==> src/rtl/core/acia_serial_register_front_defines.svh <==
`ifndef ACIA_SERIAL_REGISTER_FRONT_DEFINES_SVH
`define ACIA_SERIAL_REGISTER_FRONT_DEFINES_SVH

`ifndef SYNTHESIS
`define ASRF_ASSERT_ALWAYS(lbl, expr, msg) \
  lbl: assert property (@(posedge clk) disable iff (!rst_n) (expr)) else $error(msg);
`define ASRF_ASSERT_NEXT(lbl, ante, cons, msg) \
  lbl: assert property (@(posedge clk) disable iff (!rst_n) (ante) |=> (cons)) else $error(msg);
`else
`define ASRF_ASSERT_ALWAYS(lbl, expr, msg)
`define ASRF_ASSERT_NEXT(lbl, ante, cons, msg)
`endif

`endif

==> src/rtl/core/asrf_pkg.sv <==
package asrf_pkg;

  localparam int RX_DEPTH = 8;
  localparam int RX_PTR_W = (RX_DEPTH > 1) ? $clog2(RX_DEPTH) : 1;
  localparam int RX_CNT_W = $clog2(RX_DEPTH + 1);

  localparam logic [1:0] REQ_READ  = 2'd0;
  localparam logic [1:0] REQ_WRITE = 2'd1;
  localparam logic [1:0] REQ_LINE  = 2'd2;

  localparam logic [3:0] OFF_DIP1   = 4'd1;
  localparam logic [3:0] OFF_DIP2   = 4'd2;
  localparam logic [3:0] OFF_DATA   = 4'd8;
  localparam logic [3:0] OFF_STATUS = 4'd9;
  localparam logic [3:0] OFF_CMD    = 4'd10;
  localparam logic [3:0] OFF_CTL    = 4'd11;

  localparam logic CFG_PORT_OPEN = 1'b0;
  localparam logic CFG_FILE_MODE = 1'b1;

  localparam logic [7:0] DIP1_VAL       = 8'hF0;
  localparam logic [7:0] DIP2_VAL       = 8'hD0;
  localparam logic [7:0] STAT_CLOSED    = 8'h70;
  localparam logic [7:0] STAT_BASE      = 8'h10;
  localparam logic [7:0] STAT_RX_FULL   = 8'h08;
  localparam logic [7:0] STAT_NO_DCD    = 8'h20;
  localparam logic [7:0] STAT_NO_DSR    = 8'h40;
  localparam logic [7:0] TX_FILE_MASK   = 8'h7F;
  localparam logic [7:0] CMD_RESET_VAL  = 8'h00;
  localparam logic [7:0] CTL_RESET_VAL  = 8'h1F;

  localparam logic [2:0] PAR_NONE  = 3'd0;
  localparam logic [1:0] STOP_ONE  = 2'd0;
  localparam logic [1:0] STOP_ONE_HALF = 2'd1;
  localparam logic [1:0] STOP_TWO  = 2'd2;
  localparam logic [2:0] BAUD_RESET = 3'd7;
  localparam logic [3:0] BITS_RESET = 4'd8;

  typedef struct packed {
    logic [1:0] req_type;
    logic [3:0] reg_offset;
    logic [7:0] wdata;
    logic [7:0] rx_byte;
    logic       carrier_on;
    logic       dsr_on;
  } asrf_item_t;

  typedef struct packed {
    logic [2:0] baud_code;
    logic [3:0] data_bits;
    logic [2:0] parity_mode;
    logic [1:0] stop_mode;
  } asrf_line_t;

  typedef struct packed {
    logic [7:0] read_data;
    logic       tx_valid;
    logic [7:0] tx_byte;
    logic       line_changed;
    asrf_line_t line;
    logic       rx_dropped;
  } asrf_result_t;

  typedef struct packed {
    logic       cmd_wr;
    logic       ctl_wr;
    logic [7:0] data;
  } asrf_line_wr_t;

  typedef struct packed {
    logic push;
    logic pop;
  } asrf_fifo_ctl_t;

  typedef struct packed {
    logic       not_empty;
    logic       full;
    logic [7:0] head_data;
  } asrf_fifo_stat_t;

  function automatic logic [2:0] baud_decode(input logic [3:0] code);
    logic [2:0] b;
    case (code)
      4'd6:          b = 3'd1;
      4'd7:          b = 3'd2;
      4'd8:          b = 3'd3;
      4'd9, 4'd10:   b = 3'd4;
      4'd11, 4'd12:  b = 3'd5;
      4'd13, 4'd14:  b = 3'd6;
      4'd15:         b = 3'd7;
      default:       b = 3'd0;
    endcase
    return b;
  endfunction

endpackage

==> src/rtl/core/asrf_if.sv <==
interface asrf_in_if;
  logic       valid;
  logic       ready;
  logic [1:0] req_type;
  logic [3:0] reg_offset;
  logic [7:0] wdata;
  logic [7:0] rx_byte;
  logic       carrier_on;
  logic       dsr_on;

  modport source (output valid, output req_type, output reg_offset, output wdata,
                  output rx_byte, output carrier_on, output dsr_on, input ready);
  modport sink   (input valid, input req_type, input reg_offset, input wdata,
                  input rx_byte, input carrier_on, input dsr_on, output ready);
endinterface

interface asrf_out_if;
  logic       valid;
  logic       ready;
  logic [7:0] read_data;
  logic       tx_valid;
  logic [7:0] tx_byte;
  logic       line_changed;
  logic [2:0] baud_code;
  logic [3:0] data_bits;
  logic [2:0] parity_mode;
  logic [1:0] stop_mode;
  logic       rx_dropped;

  modport source (output valid, output read_data, output tx_valid, output tx_byte,
                  output line_changed, output baud_code, output data_bits,
                  output parity_mode, output stop_mode, output rx_dropped, input ready);
  modport sink   (input valid, input read_data, input tx_valid, input tx_byte,
                  input line_changed, input baud_code, input data_bits,
                  input parity_mode, input stop_mode, input rx_dropped, output ready);
endinterface

==> src/rtl/core/asrf_line_cfg.sv <==
module asrf_line_cfg
  import asrf_pkg::*;
(
  input  logic          clk,
  input  logic          rst_n,
  input  asrf_line_wr_t wr,
  output logic [7:0]    command_q,
  output logic [7:0]    control_q,
  output logic          changed,
  output asrf_line_t    line_nxt
);

  logic [7:0] command_r, command_nxt;
  logic [7:0] control_r, control_nxt;
  asrf_line_t line_r;
  logic [3:0] bits_new;
  logic [1:0] stop_new;

  always_comb begin
    bits_new = 4'd8 - {2'b00, wr.data[6:5]};
    if (!wr.data[7]) begin
      stop_new = STOP_ONE;
    end else if (bits_new == 4'd8 && line_r.parity_mode == PAR_NONE) begin
      stop_new = STOP_ONE;
    end else if (bits_new == 4'd5 && line_r.parity_mode == PAR_NONE) begin
      stop_new = STOP_ONE_HALF;
    end else begin
      stop_new = STOP_TWO;
    end
  end

  always_comb begin
    command_nxt = command_r;
    control_nxt = control_r;
    line_nxt    = line_r;
    changed     = 1'b0;
    if (wr.cmd_wr && wr.data != command_r) begin
      command_nxt = wr.data;
      changed     = 1'b1;
      line_nxt.parity_mode = wr.data[5] ? (3'd1 + {1'b0, wr.data[7:6]}) : PAR_NONE;
    end else if (wr.ctl_wr && wr.data != control_r) begin
      control_nxt = wr.data;
      changed     = 1'b1;
      line_nxt.baud_code = baud_decode(wr.data[3:0]);
      line_nxt.data_bits = bits_new;
      line_nxt.stop_mode = stop_new;
    end
  end

  always_ff @(posedge clk) begin
    if (!rst_n) begin
      command_r <= CMD_RESET_VAL;
      control_r <= CTL_RESET_VAL;
      line_r    <= '{baud_code: BAUD_RESET, data_bits: BITS_RESET,
                     parity_mode: PAR_NONE, stop_mode: STOP_ONE};
    end else begin
      command_r <= command_nxt;
      control_r <= control_nxt;
      line_r    <= line_nxt;
    end
  end

  assign command_q = command_r;
  assign control_q = control_r;

endmodule

==> src/rtl/core/asrf_rx_fifo.sv <==
`include "acia_serial_register_front_defines.svh"

module asrf_rx_fifo
  import asrf_pkg::*;
(
  input  logic            clk,
  input  logic            rst_n,
  input  asrf_fifo_ctl_t  ctl,
  input  logic [7:0]      push_data,
  output asrf_fifo_stat_t stat
);

  localparam int SUM_W = RX_CNT_W + 1;

  logic [7:0]          store_r [RX_DEPTH];
  logic [RX_PTR_W-1:0] head_r, head_nxt;
  logic [RX_CNT_W-1:0] count_r, count_nxt;
  logic [SUM_W-1:0]    tail_sum;
  logic [RX_PTR_W-1:0] tail;

  always_comb begin
    tail_sum = SUM_W'(head_r) + SUM_W'(count_r);
    if (tail_sum >= SUM_W'(RX_DEPTH)) begin
      tail = RX_PTR_W'(tail_sum - SUM_W'(RX_DEPTH));
    end else begin
      tail = RX_PTR_W'(tail_sum);
    end
  end

  always_comb begin
    head_nxt  = head_r;
    count_nxt = count_r;
    if (ctl.pop && count_r != '0) begin
      head_nxt  = (head_r == RX_PTR_W'(RX_DEPTH - 1)) ? '0 : head_r + 1'b1;
      count_nxt = count_r - 1'b1;
    end else if (ctl.push && count_r != RX_CNT_W'(RX_DEPTH)) begin
      count_nxt = count_r + 1'b1;
    end
  end

  always_ff @(posedge clk) begin
    if (!rst_n) begin
      head_r  <= '0;
      count_r <= '0;
    end else begin
      head_r  <= head_nxt;
      count_r <= count_nxt;
    end
  end

  always_ff @(posedge clk) begin
    if (ctl.push && !ctl.pop && count_r != RX_CNT_W'(RX_DEPTH)) begin
      store_r[tail] <= push_data;
    end
  end

  assign stat.not_empty = (count_r != '0);
  assign stat.full      = (count_r == RX_CNT_W'(RX_DEPTH));
  assign stat.head_data = store_r[head_r];

  `ASRF_ASSERT_ALWAYS(a_count_bound, count_r <= RX_CNT_W'(RX_DEPTH), "rx fifo overfilled")
  `ASRF_ASSERT_NEXT(a_push_grows, ctl.push && !ctl.pop && !stat.full, count_r == $past(count_r) + 1'b1, "push lost")
  `ASRF_ASSERT_NEXT(a_pop_shrinks, ctl.pop && stat.not_empty, count_r == $past(count_r) - 1'b1, "pop lost")

endmodule

==> src/rtl/core/acia_serial_register_front.sv <==
// Register front end of a 6551-style serial card.
// in_ch carries one word per bus read, bus write or byte arriving from the line;
// out_ch returns exactly one result word for each, in order.
// Configuration (port_open at 0x0, file_mode at 0x4) is written over the APB port.
// A word accepted from in_ch is registered in the input register, decoded, and its
// result is registered in the result register, which drives out_ch.valid.
// Throughput: one word per cycle while out_ch.ready stays high; the input register
// and the result register each advance whenever the stage after them is empty or being drained.
// Receiver stall: the result register holds and the input register fills, then
// in_ch.ready falls until out_ch.ready returns; nothing is dropped or repeated.
// Reset (rst_n low, synchronous) empties both registers and the receive FIFO,
// closes the port and returns the line settings to 19200 baud, 8 data bits,
// no parity, one stop bit.
module acia_serial_register_front
  import asrf_pkg::*;
(
  input  logic         clk,
  input  logic         rst_n,
  asrf_in_if.sink      in_ch,
  asrf_out_if.source   out_ch,
  input  logic         psel,
  input  logic         penable,
  input  logic         pwrite,
  input  logic [2:0]   paddr,
  input  logic [31:0]  pwdata,
  output logic [31:0]  prdata,
  output logic         pready
);

  logic            port_open_r, file_mode_r;
  logic            s1_valid_r;
  asrf_item_t      s1_item_r;
  logic            res_valid_r;
  asrf_result_t    res_r, res_nxt;
  logic            res_adv, s1_fire;
  asrf_line_wr_t   line_wr;
  logic [7:0]      command_q, control_q;
  logic            line_chg;
  asrf_line_t      line_nxt;
  asrf_fifo_ctl_t  fifo_ctl;
  asrf_fifo_stat_t fifo_stat;
  logic [7:0]      status_val;

  assign pready = 1'b1;
  assign prdata = (paddr[2] == CFG_FILE_MODE) ? {31'd0, file_mode_r} : {31'd0, port_open_r};

  always_ff @(posedge clk) begin
    if (!rst_n) begin
      port_open_r <= 1'b0;
      file_mode_r <= 1'b0;
    end else if (psel && penable && pwrite) begin
      if (paddr[2] == CFG_PORT_OPEN) begin
        port_open_r <= pwdata[0];
      end else begin
        file_mode_r <= pwdata[0];
      end
    end
  end

  assign res_adv     = !res_valid_r || out_ch.ready;
  assign s1_fire     = s1_valid_r && res_adv;
  assign in_ch.ready = !s1_valid_r || res_adv;

  always_ff @(posedge clk) begin
    if (!rst_n) begin
      s1_valid_r <= 1'b0;
    end else if (in_ch.ready) begin
      s1_valid_r <= in_ch.valid;
    end
  end

  always_ff @(posedge clk) begin
    if (in_ch.ready && in_ch.valid) begin
      s1_item_r <= '{req_type: in_ch.req_type, reg_offset: in_ch.reg_offset,
                     wdata: in_ch.wdata, rx_byte: in_ch.rx_byte,
                     carrier_on: in_ch.carrier_on, dsr_on: in_ch.dsr_on};
    end
  end

  asrf_line_cfg u_line (
    .clk       (clk),
    .rst_n     (rst_n),
    .wr        (line_wr),
    .command_q (command_q),
    .control_q (control_q),
    .changed   (line_chg),
    .line_nxt  (line_nxt)
  );

  asrf_rx_fifo u_fifo (
    .clk       (clk),
    .rst_n     (rst_n),
    .ctl       (fifo_ctl),
    .push_data (s1_item_r.rx_byte),
    .stat      (fifo_stat)
  );

  always_comb begin
    status_val = STAT_BASE;
    if (fifo_stat.not_empty) status_val = status_val | STAT_RX_FULL;
    if (!s1_item_r.carrier_on) status_val = status_val | STAT_NO_DCD;
    if (!s1_item_r.dsr_on) status_val = status_val | STAT_NO_DSR;
  end

  always_comb begin
    line_wr      = '{cmd_wr: 1'b0, ctl_wr: 1'b0, data: s1_item_r.wdata};
    fifo_ctl     = '0;
    res_nxt      = '0;
    case (s1_item_r.req_type)
      REQ_READ: begin
        case (s1_item_r.reg_offset)
          OFF_DIP1: res_nxt.read_data = DIP1_VAL;
          OFF_DIP2: res_nxt.read_data = DIP2_VAL;
          OFF_STATUS: begin
            if (!port_open_r) begin
              res_nxt.read_data = STAT_CLOSED;
            end else if (file_mode_r) begin
              res_nxt.read_data = STAT_BASE;
            end else begin
              res_nxt.read_data = status_val;
            end
          end
          OFF_DATA: begin
            if (port_open_r && !file_mode_r && fifo_stat.not_empty) begin
              res_nxt.read_data = fifo_stat.head_data;
              fifo_ctl.pop      = s1_fire;
            end
          end
          OFF_CMD: res_nxt.read_data = port_open_r ? command_q : 8'd0;
          OFF_CTL: res_nxt.read_data = port_open_r ? control_q : 8'd0;
          default: res_nxt.read_data = 8'd0;
        endcase
      end
      REQ_WRITE: begin
        if (port_open_r) begin
          case (s1_item_r.reg_offset)
            OFF_DATA: begin
              res_nxt.tx_valid = 1'b1;
              res_nxt.tx_byte  = file_mode_r ? (s1_item_r.wdata & TX_FILE_MASK)
                                             : s1_item_r.wdata;
            end
            OFF_CMD: line_wr.cmd_wr = s1_fire;
            OFF_CTL: line_wr.ctl_wr = s1_fire;
            default: ;
          endcase
        end
      end
      REQ_LINE: begin
        if (port_open_r) begin
          if (fifo_stat.full) begin
            res_nxt.rx_dropped = 1'b1;
          end else begin
            fifo_ctl.push = s1_fire;
          end
        end
      end
      default: ;
    endcase
    res_nxt.line_changed = line_chg;
    res_nxt.line         = line_nxt;
  end

  always_ff @(posedge clk) begin
    if (!rst_n) begin
      res_valid_r <= 1'b0;
    end else if (res_adv) begin
      res_valid_r <= s1_valid_r;
    end
  end

  always_ff @(posedge clk) begin
    if (s1_fire) begin
      res_r <= res_nxt;
    end
  end

  assign out_ch.valid        = res_valid_r;
  assign out_ch.read_data    = res_r.read_data;
  assign out_ch.tx_valid     = res_r.tx_valid;
  assign out_ch.tx_byte      = res_r.tx_byte;
  assign out_ch.line_changed = res_r.line_changed;
  assign out_ch.baud_code    = res_r.line.baud_code;
  assign out_ch.data_bits    = res_r.line.data_bits;
  assign out_ch.parity_mode  = res_r.line.parity_mode;
  assign out_ch.stop_mode    = res_r.line.stop_mode;
  assign out_ch.rx_dropped   = res_r.rx_dropped;

endmodule
==> src/flat_wrapper.sv <==
// flat-port wrapper written by rule: the top's interface ports become plain ports
module acia_serial_register_front_flat import asrf_pkg::*;
  (clk, rst_n, psel, penable, pwrite, paddr, pwdata, prdata, pready, in_ch_valid, in_ch_req_type, in_ch_reg_offset, in_ch_wdata, in_ch_rx_byte, in_ch_carrier_on, in_ch_dsr_on, in_ch_ready, out_ch_valid, out_ch_read_data, out_ch_tx_valid, out_ch_tx_byte, out_ch_line_changed, out_ch_baud_code, out_ch_data_bits, out_ch_parity_mode, out_ch_stop_mode, out_ch_rx_dropped, out_ch_ready);
  asrf_in_if in_ch_i ();
  asrf_out_if out_ch_i ();
  input  logic clk;
  input  logic rst_n;
  input  logic psel;
  input  logic penable;
  input  logic pwrite;
  input  logic [2:0] paddr;
  input  logic [31:0] pwdata;
  output logic [31:0] prdata;
  output logic pready;
  input wire logic [$bits(in_ch_i.valid)-1:0] in_ch_valid;
  input wire logic [$bits(in_ch_i.req_type)-1:0] in_ch_req_type;
  input wire logic [$bits(in_ch_i.reg_offset)-1:0] in_ch_reg_offset;
  input wire logic [$bits(in_ch_i.wdata)-1:0] in_ch_wdata;
  input wire logic [$bits(in_ch_i.rx_byte)-1:0] in_ch_rx_byte;
  input wire logic [$bits(in_ch_i.carrier_on)-1:0] in_ch_carrier_on;
  input wire logic [$bits(in_ch_i.dsr_on)-1:0] in_ch_dsr_on;
  output wire logic [$bits(in_ch_i.ready)-1:0] in_ch_ready;
  output wire logic [$bits(out_ch_i.valid)-1:0] out_ch_valid;
  output wire logic [$bits(out_ch_i.read_data)-1:0] out_ch_read_data;
  output wire logic [$bits(out_ch_i.tx_valid)-1:0] out_ch_tx_valid;
  output wire logic [$bits(out_ch_i.tx_byte)-1:0] out_ch_tx_byte;
  output wire logic [$bits(out_ch_i.line_changed)-1:0] out_ch_line_changed;
  output wire logic [$bits(out_ch_i.baud_code)-1:0] out_ch_baud_code;
  output wire logic [$bits(out_ch_i.data_bits)-1:0] out_ch_data_bits;
  output wire logic [$bits(out_ch_i.parity_mode)-1:0] out_ch_parity_mode;
  output wire logic [$bits(out_ch_i.stop_mode)-1:0] out_ch_stop_mode;
  output wire logic [$bits(out_ch_i.rx_dropped)-1:0] out_ch_rx_dropped;
  input wire logic [$bits(out_ch_i.ready)-1:0] out_ch_ready;
  assign in_ch_i.valid = in_ch_valid;
  assign in_ch_i.req_type = in_ch_req_type;
  assign in_ch_i.reg_offset = in_ch_reg_offset;
  assign in_ch_i.wdata = in_ch_wdata;
  assign in_ch_i.rx_byte = in_ch_rx_byte;
  assign in_ch_i.carrier_on = in_ch_carrier_on;
  assign in_ch_i.dsr_on = in_ch_dsr_on;
  assign in_ch_ready = in_ch_i.ready;
  assign out_ch_valid = out_ch_i.valid;
  assign out_ch_read_data = out_ch_i.read_data;
  assign out_ch_tx_valid = out_ch_i.tx_valid;
  assign out_ch_tx_byte = out_ch_i.tx_byte;
  assign out_ch_line_changed = out_ch_i.line_changed;
  assign out_ch_baud_code = out_ch_i.baud_code;
  assign out_ch_data_bits = out_ch_i.data_bits;
  assign out_ch_parity_mode = out_ch_i.parity_mode;
  assign out_ch_stop_mode = out_ch_i.stop_mode;
  assign out_ch_rx_dropped = out_ch_i.rx_dropped;
  assign out_ch_i.ready = out_ch_ready;
  acia_serial_register_front u_core (.clk(clk), .rst_n(rst_n), .in_ch(in_ch_i), .out_ch(out_ch_i), .psel(psel), .penable(penable), .pwrite(pwrite), .paddr(paddr), .pwdata(pwdata), .prdata(prdata), .pready(pready));
endmodule
==> config.mk <==
export PLATFORM = sky130hd
export DESIGN_NAME = acia_serial_register_front_flat
export DESIGN_NICKNAME = d
export VERILOG_FILES = /design/src/rtl/core/asrf_pkg.sv /design/src/rtl/core/asrf_if.sv /design/src/rtl/core/asrf_line_cfg.sv /design/src/rtl/core/asrf_rx_fifo.sv /design/src/rtl/core/acia_serial_register_front.sv /design/src/flat_wrapper.sv
export VERILOG_INCLUDE_DIRS = /design/src /design/src/rtl/core
export SDC_FILE = /design/constraint.sdc
export NUM_CORES = 1
export LEC_CHECK = 0
export ABC_AREA = 1
export BUFFER_PORTS_ARGS = -buffer_cell sky130_fd_sc_hd__buf_4
export CAP_MARGIN = 20
export CORE_UTILIZATION = 32
export DETAILED_ROUTE_END_ITERATION = 12
export GPL_ROUTABILITY_DRIVEN = 1
export SLEW_MARGIN = 25
export SYNTH_ARGS = -nofsm -noshare
export SYNTH_HDL_FRONTEND = slang
export SYNTH_SLANG_ARGS = --single-unit
==> constraint.sdc <==
create_clock -name clk -period 5.8 [get_ports clk]
set_clock_uncertainty 0.2 [all_clocks]
set_input_delay 0.29 -clock clk [delete_from_list [all_inputs] [get_ports clk]]
set_output_delay 0.29 -clock clk [all_outputs]
set_load 0.005 [all_outputs]
==> results.txt <==
The transition at the pin with the smallest max-transition slack was 1.01 ns; the area growth from synthesis to layout was 21.5%. For flop-to-flop paths, the worst setup slack is 2.96 ns. The critical-path cell with the highest stage delay is nor2_1. edfxtp_1 takes more of the synthesized area than any other cell. Summing all non-filler instances in the final layout gives an area of 8710 um2. The max capacitance violation total is 0, and the via count of the first global-routing pass is 4452. TritonCTS built the clock tree. The clock insertion delay at the later pin of the skew report is 0.43 ns, and the die area is 23000 um2. The cell count after synthesis came out at 695. The logs give 7820 um2 for the standard cell area after detailed placement and 872 for the net count reported at finish. After clock tree synthesis, the setup repair step added 0 buffers. STA puts the critical path data required time at 5.64 ns. The count of buffers added on input and output ports is 66. In this run the worst setup path terminates at u_core.u_fifo.store_r[0][2]. In this design, the stage delay of the slowest critical-path cell is 0.78 ns. The logs give 7170 um2 for the total standard cell area after synthesis and 0 for the number of resized instances in the post-cts repair step. The most common cell after layout, fill and taps aside is edfxtp_1.

Entering global routing, the biggest net connects 36 pins. For this configuration, the core starts out at a cell density of 32.8%. The die is 152 um wide. The average instance in the mapped netlist occupies 10.3 um2. The tools report the critical path endpoint category as a flip-flop. The floorplan has 54 rows. Dominant cell type by count on the critical path: nor2_1. The reg-to-reg startpoint is u_core.port_open_r.

The congestion estimate from routability-driven global placement came to 0.802. The run finished with clean final reports. The logs give 62.4% for the share of the yosys chip area belonging to registers and 32.7% for the worst slew slack as a fraction of its limit. Worst-case reg-to-reg path depth: 5.

The tools report the final hold violation count as 0. Power spread over the standard cell area amounts to 290 nW/um2. For this design, the sink count on the clock tree is 164. The number of library cell types mapped by synthesis came out at 38. The run gives 17 as the number of buffers created by CTS. The H-tree generated during clock tree synthesis spans 4 levels. End of the worst register-to-register path: u_core.u_fifo.store_r[0][2]. After clock tree synthesis, the clock-pin slew on the worst setup and hold paths is 0.06 ns. By area the synthesized netlist is led by edfxtp_1, dfxtp_1, nand2_1. The run gives 23900 um as the first-pass GRT wire length. In this run the static leakage power is 3.44 nW.

The run gives 15400 um as the final wirelength. Traced cell by cell, the critical path runs through nand3b_1, nor2_1, nand2_1, or2_2, nor2_1. Summing over every cut layer, the via total after detailed routing is 4968. Global routing used 14.1% of the available tracks across all layers.

The number of standard cells in the layout, taps in and fillers out was 1085. At the end of the flow the core is filled with cells to 39.8%. In the layout the commonest cells are edfxtp_1, nand2_1, nor2_1, buf_4, inv_1.

The repair_antennas step left the layout with diodes totalling 0. The kind of critical path was flip-flop to flip-flop. The worst-case IR drop observed on VDD is 0.206 mV. The clock period minus worst slack works out to 2.84 ns. The most critical setup path has its startpoint at u_core.port_open_r. Of the cells placed in the final design, the portion with a size suffix greater than 1 is 14.9%. Based on the critical path, the design can be clocked at up to 353 MHz.

After the first detailed-routing iteration, the DRC count stood at 379. At the placement stage, the worst setup path has a slack of 2.95 ns. Setup violations remaining at the end of the flow were counted as 0. Setup repair after global routing left no endpoint under its margin. Data arrives at the worst endpoint at 2.68 ns. The synthesized design contains 164 register bits. During synthesis, Yosys emitted a total of 0 warnings. The average vias per placed instance is 4.58, and the largest driver fanout on the critical path is 15. Counting along the longest clock path gives a buffer depth of 2. After detailed routing, the number of remaining DRC violations is 0. The worst setup path is launched from a flip-flop. The area inside the core boundary was 21900 um2; the die boundary height was 152 um.

The number of pins with negative max-slew slack in the final report was 0. The total overflow left after global routing is 0. The root buffer cell chosen for the clock tree is clkbuf_16. The detail route stage leaves a number of antenna-violating nets equal to 0. The period utilization works out to 48.9%. Initial antenna violation count: 0.

The number of top-level design ports is 132, and the number of search-and-repair iterations in the first detailed-routing pass is 5. The logs give 2.96 ns for the slack of the critical path and 0 ns for the sum of negative setup slack. Dividing the detail-routed wire length by the instance count gives 14.2 um.

Detailed placement finished with a half-perimeter wire length of 10200 um. Worst hold path class: input port to flip-flop. For the cell count after placement, the log shows 1023.

The top cell type's share of synthesized area came out at 49.8%.
==> report_power, final <==
part | total (mW) | internal (mW) | leakage, nW | switching, mW
Sequential | 1.30 | 1.28 | 1.45 | 0.0202
Clock | 1.12 | 0.672 | 0.295 | 0.447
Combinational | 0.111 | 0.0515 | 1.69 | 0.0593
Total | 2.53 | 2.00 | 3.44 | 0.527
==> repair_timing <==
action,4_1_cts,5_1_grt
hold buffers,30,0
endpoints found under the hold margin,32,0
endpoints found under the setup margin,0,0
==> logic make-up after synthesis <==
family	count (synthesis)	synth area share (%)
and+or+nand+nor	252	15.2
DFF	164	62.4
AOI/OAI and AO/OA	131	10.5
buffers and inverters	125	8.49
adders and majority gates	14	2.55
xor gates and xnor gates	7	0.855
other	2	0.105
==> per-layer routing <==
layer	share of wire [%]	global-route usage (%)	up-vias
met5	0	0	-
met4	2.0	6.04	0
met3	5.1	3.17	25
met2	46	21.7	148
met1	47	19.1	2301
li1	-	-	2494
==> flip-flops by register name, indices dropped and copies added, names as in the netlist, 2 cells and up, named ones only <==
name / count
u_core.line_wr: 8
u_core.out_ch.baud_code: 3
u_core.out_ch.data_bits: 4
u_core.out_ch.parity_mode: 3
u_core.out_ch.read_data: 8
u_core.out_ch.stop_mode: 2
u_core.out_ch.tx_byte: 8
u_core.s1_item_r: 16
u_core.u_fifo.count_r: 4
u_core.u_fifo.head_r: 3
u_core.u_fifo.store_r: 64
u_core.u_line.command_q: 8
u_core.u_line.control_q: 8
u_core.u_line.line_r: 12
==> critical path: cells and delay by family, from the launching register on <==
| kind | cells | cell delay (ns) |
|---|---|---|
| simple gates | 5 | 1.57 |
| flops | 1 | 0.68 |
==> how the worst min path moves through the flow <==
stage	from	end	slack [ns]	depth (start not counted)
final	in_ch_valid	u_core.s1_valid_r	0.09	3
after global routing	in_ch_valid	u_core.s1_valid_r	0.12	3
after CTS	in_ch_valid	u_core.s1_valid_r	0.08	3
after detailed placement	u_core.u_line.line_r[1]	u_core.u_line.line_r[1]	0.27	2
after global placement	u_core.u_line.line_r[8]	u_core.u_line.line_r[8]	0.25	2
after floorplan	in_ch_wdata[0]	u_core.line_wr[0]	0.19	0
==> synth_stat cells <==
cell type,n
o21ai_0,49
a21oi_1,32
o22ai_1,11
o32ai_1,3
dfxtp_1,45
a21oi_2,1
o21ai_2,1
inv_1,66
buf_4,32
buf_2,4
o221ai_1,2
nand2_4,3
and2_1,1
xor2_1,2
edfxtp_1,119
nor2_1,89
fa_1,1
nor4_1,1
nor3_1,4
conb_1,2
nor2_2,2
o21ai_1,10
o211ai_1,21
clkinv_1,1
inv_2,7
nand3_1,21
or2_2,1
xnor2_1,5
nor4_4,1
a211oi_1,1
nand4_1,7
nand2_2,3
nor2_4,3
clkbuf_1,13
nand2_1,113
buf_6,2
nand3b_1,3
ha_1,13
==> metrics by stage <==
stage	hold slack, ns	total power [mW]
6_report	0.0938	2.53
5_1_grt	0.115	2.61
4_1_cts	0.0807	2.55
3_5_place_dp	0.265	1.42
3_3_place_gp	0.248	1.42
2_1_floorplan	0.189	1.38
==> layout make-up <==
class | instances | area (um2)
Multi-Input combinational cell | 436 | 2200
Tap cell | 280 | 350
Sequential cell | 164 | 4470
Timing Repair Buffer | 99 | 818
Fill cell | 2156 | 13200
Inverter | 74 | 278
Clock buffer | 17 | 425
Clock inverter | 15 | 164
Power figures use the tool's default switching activity.
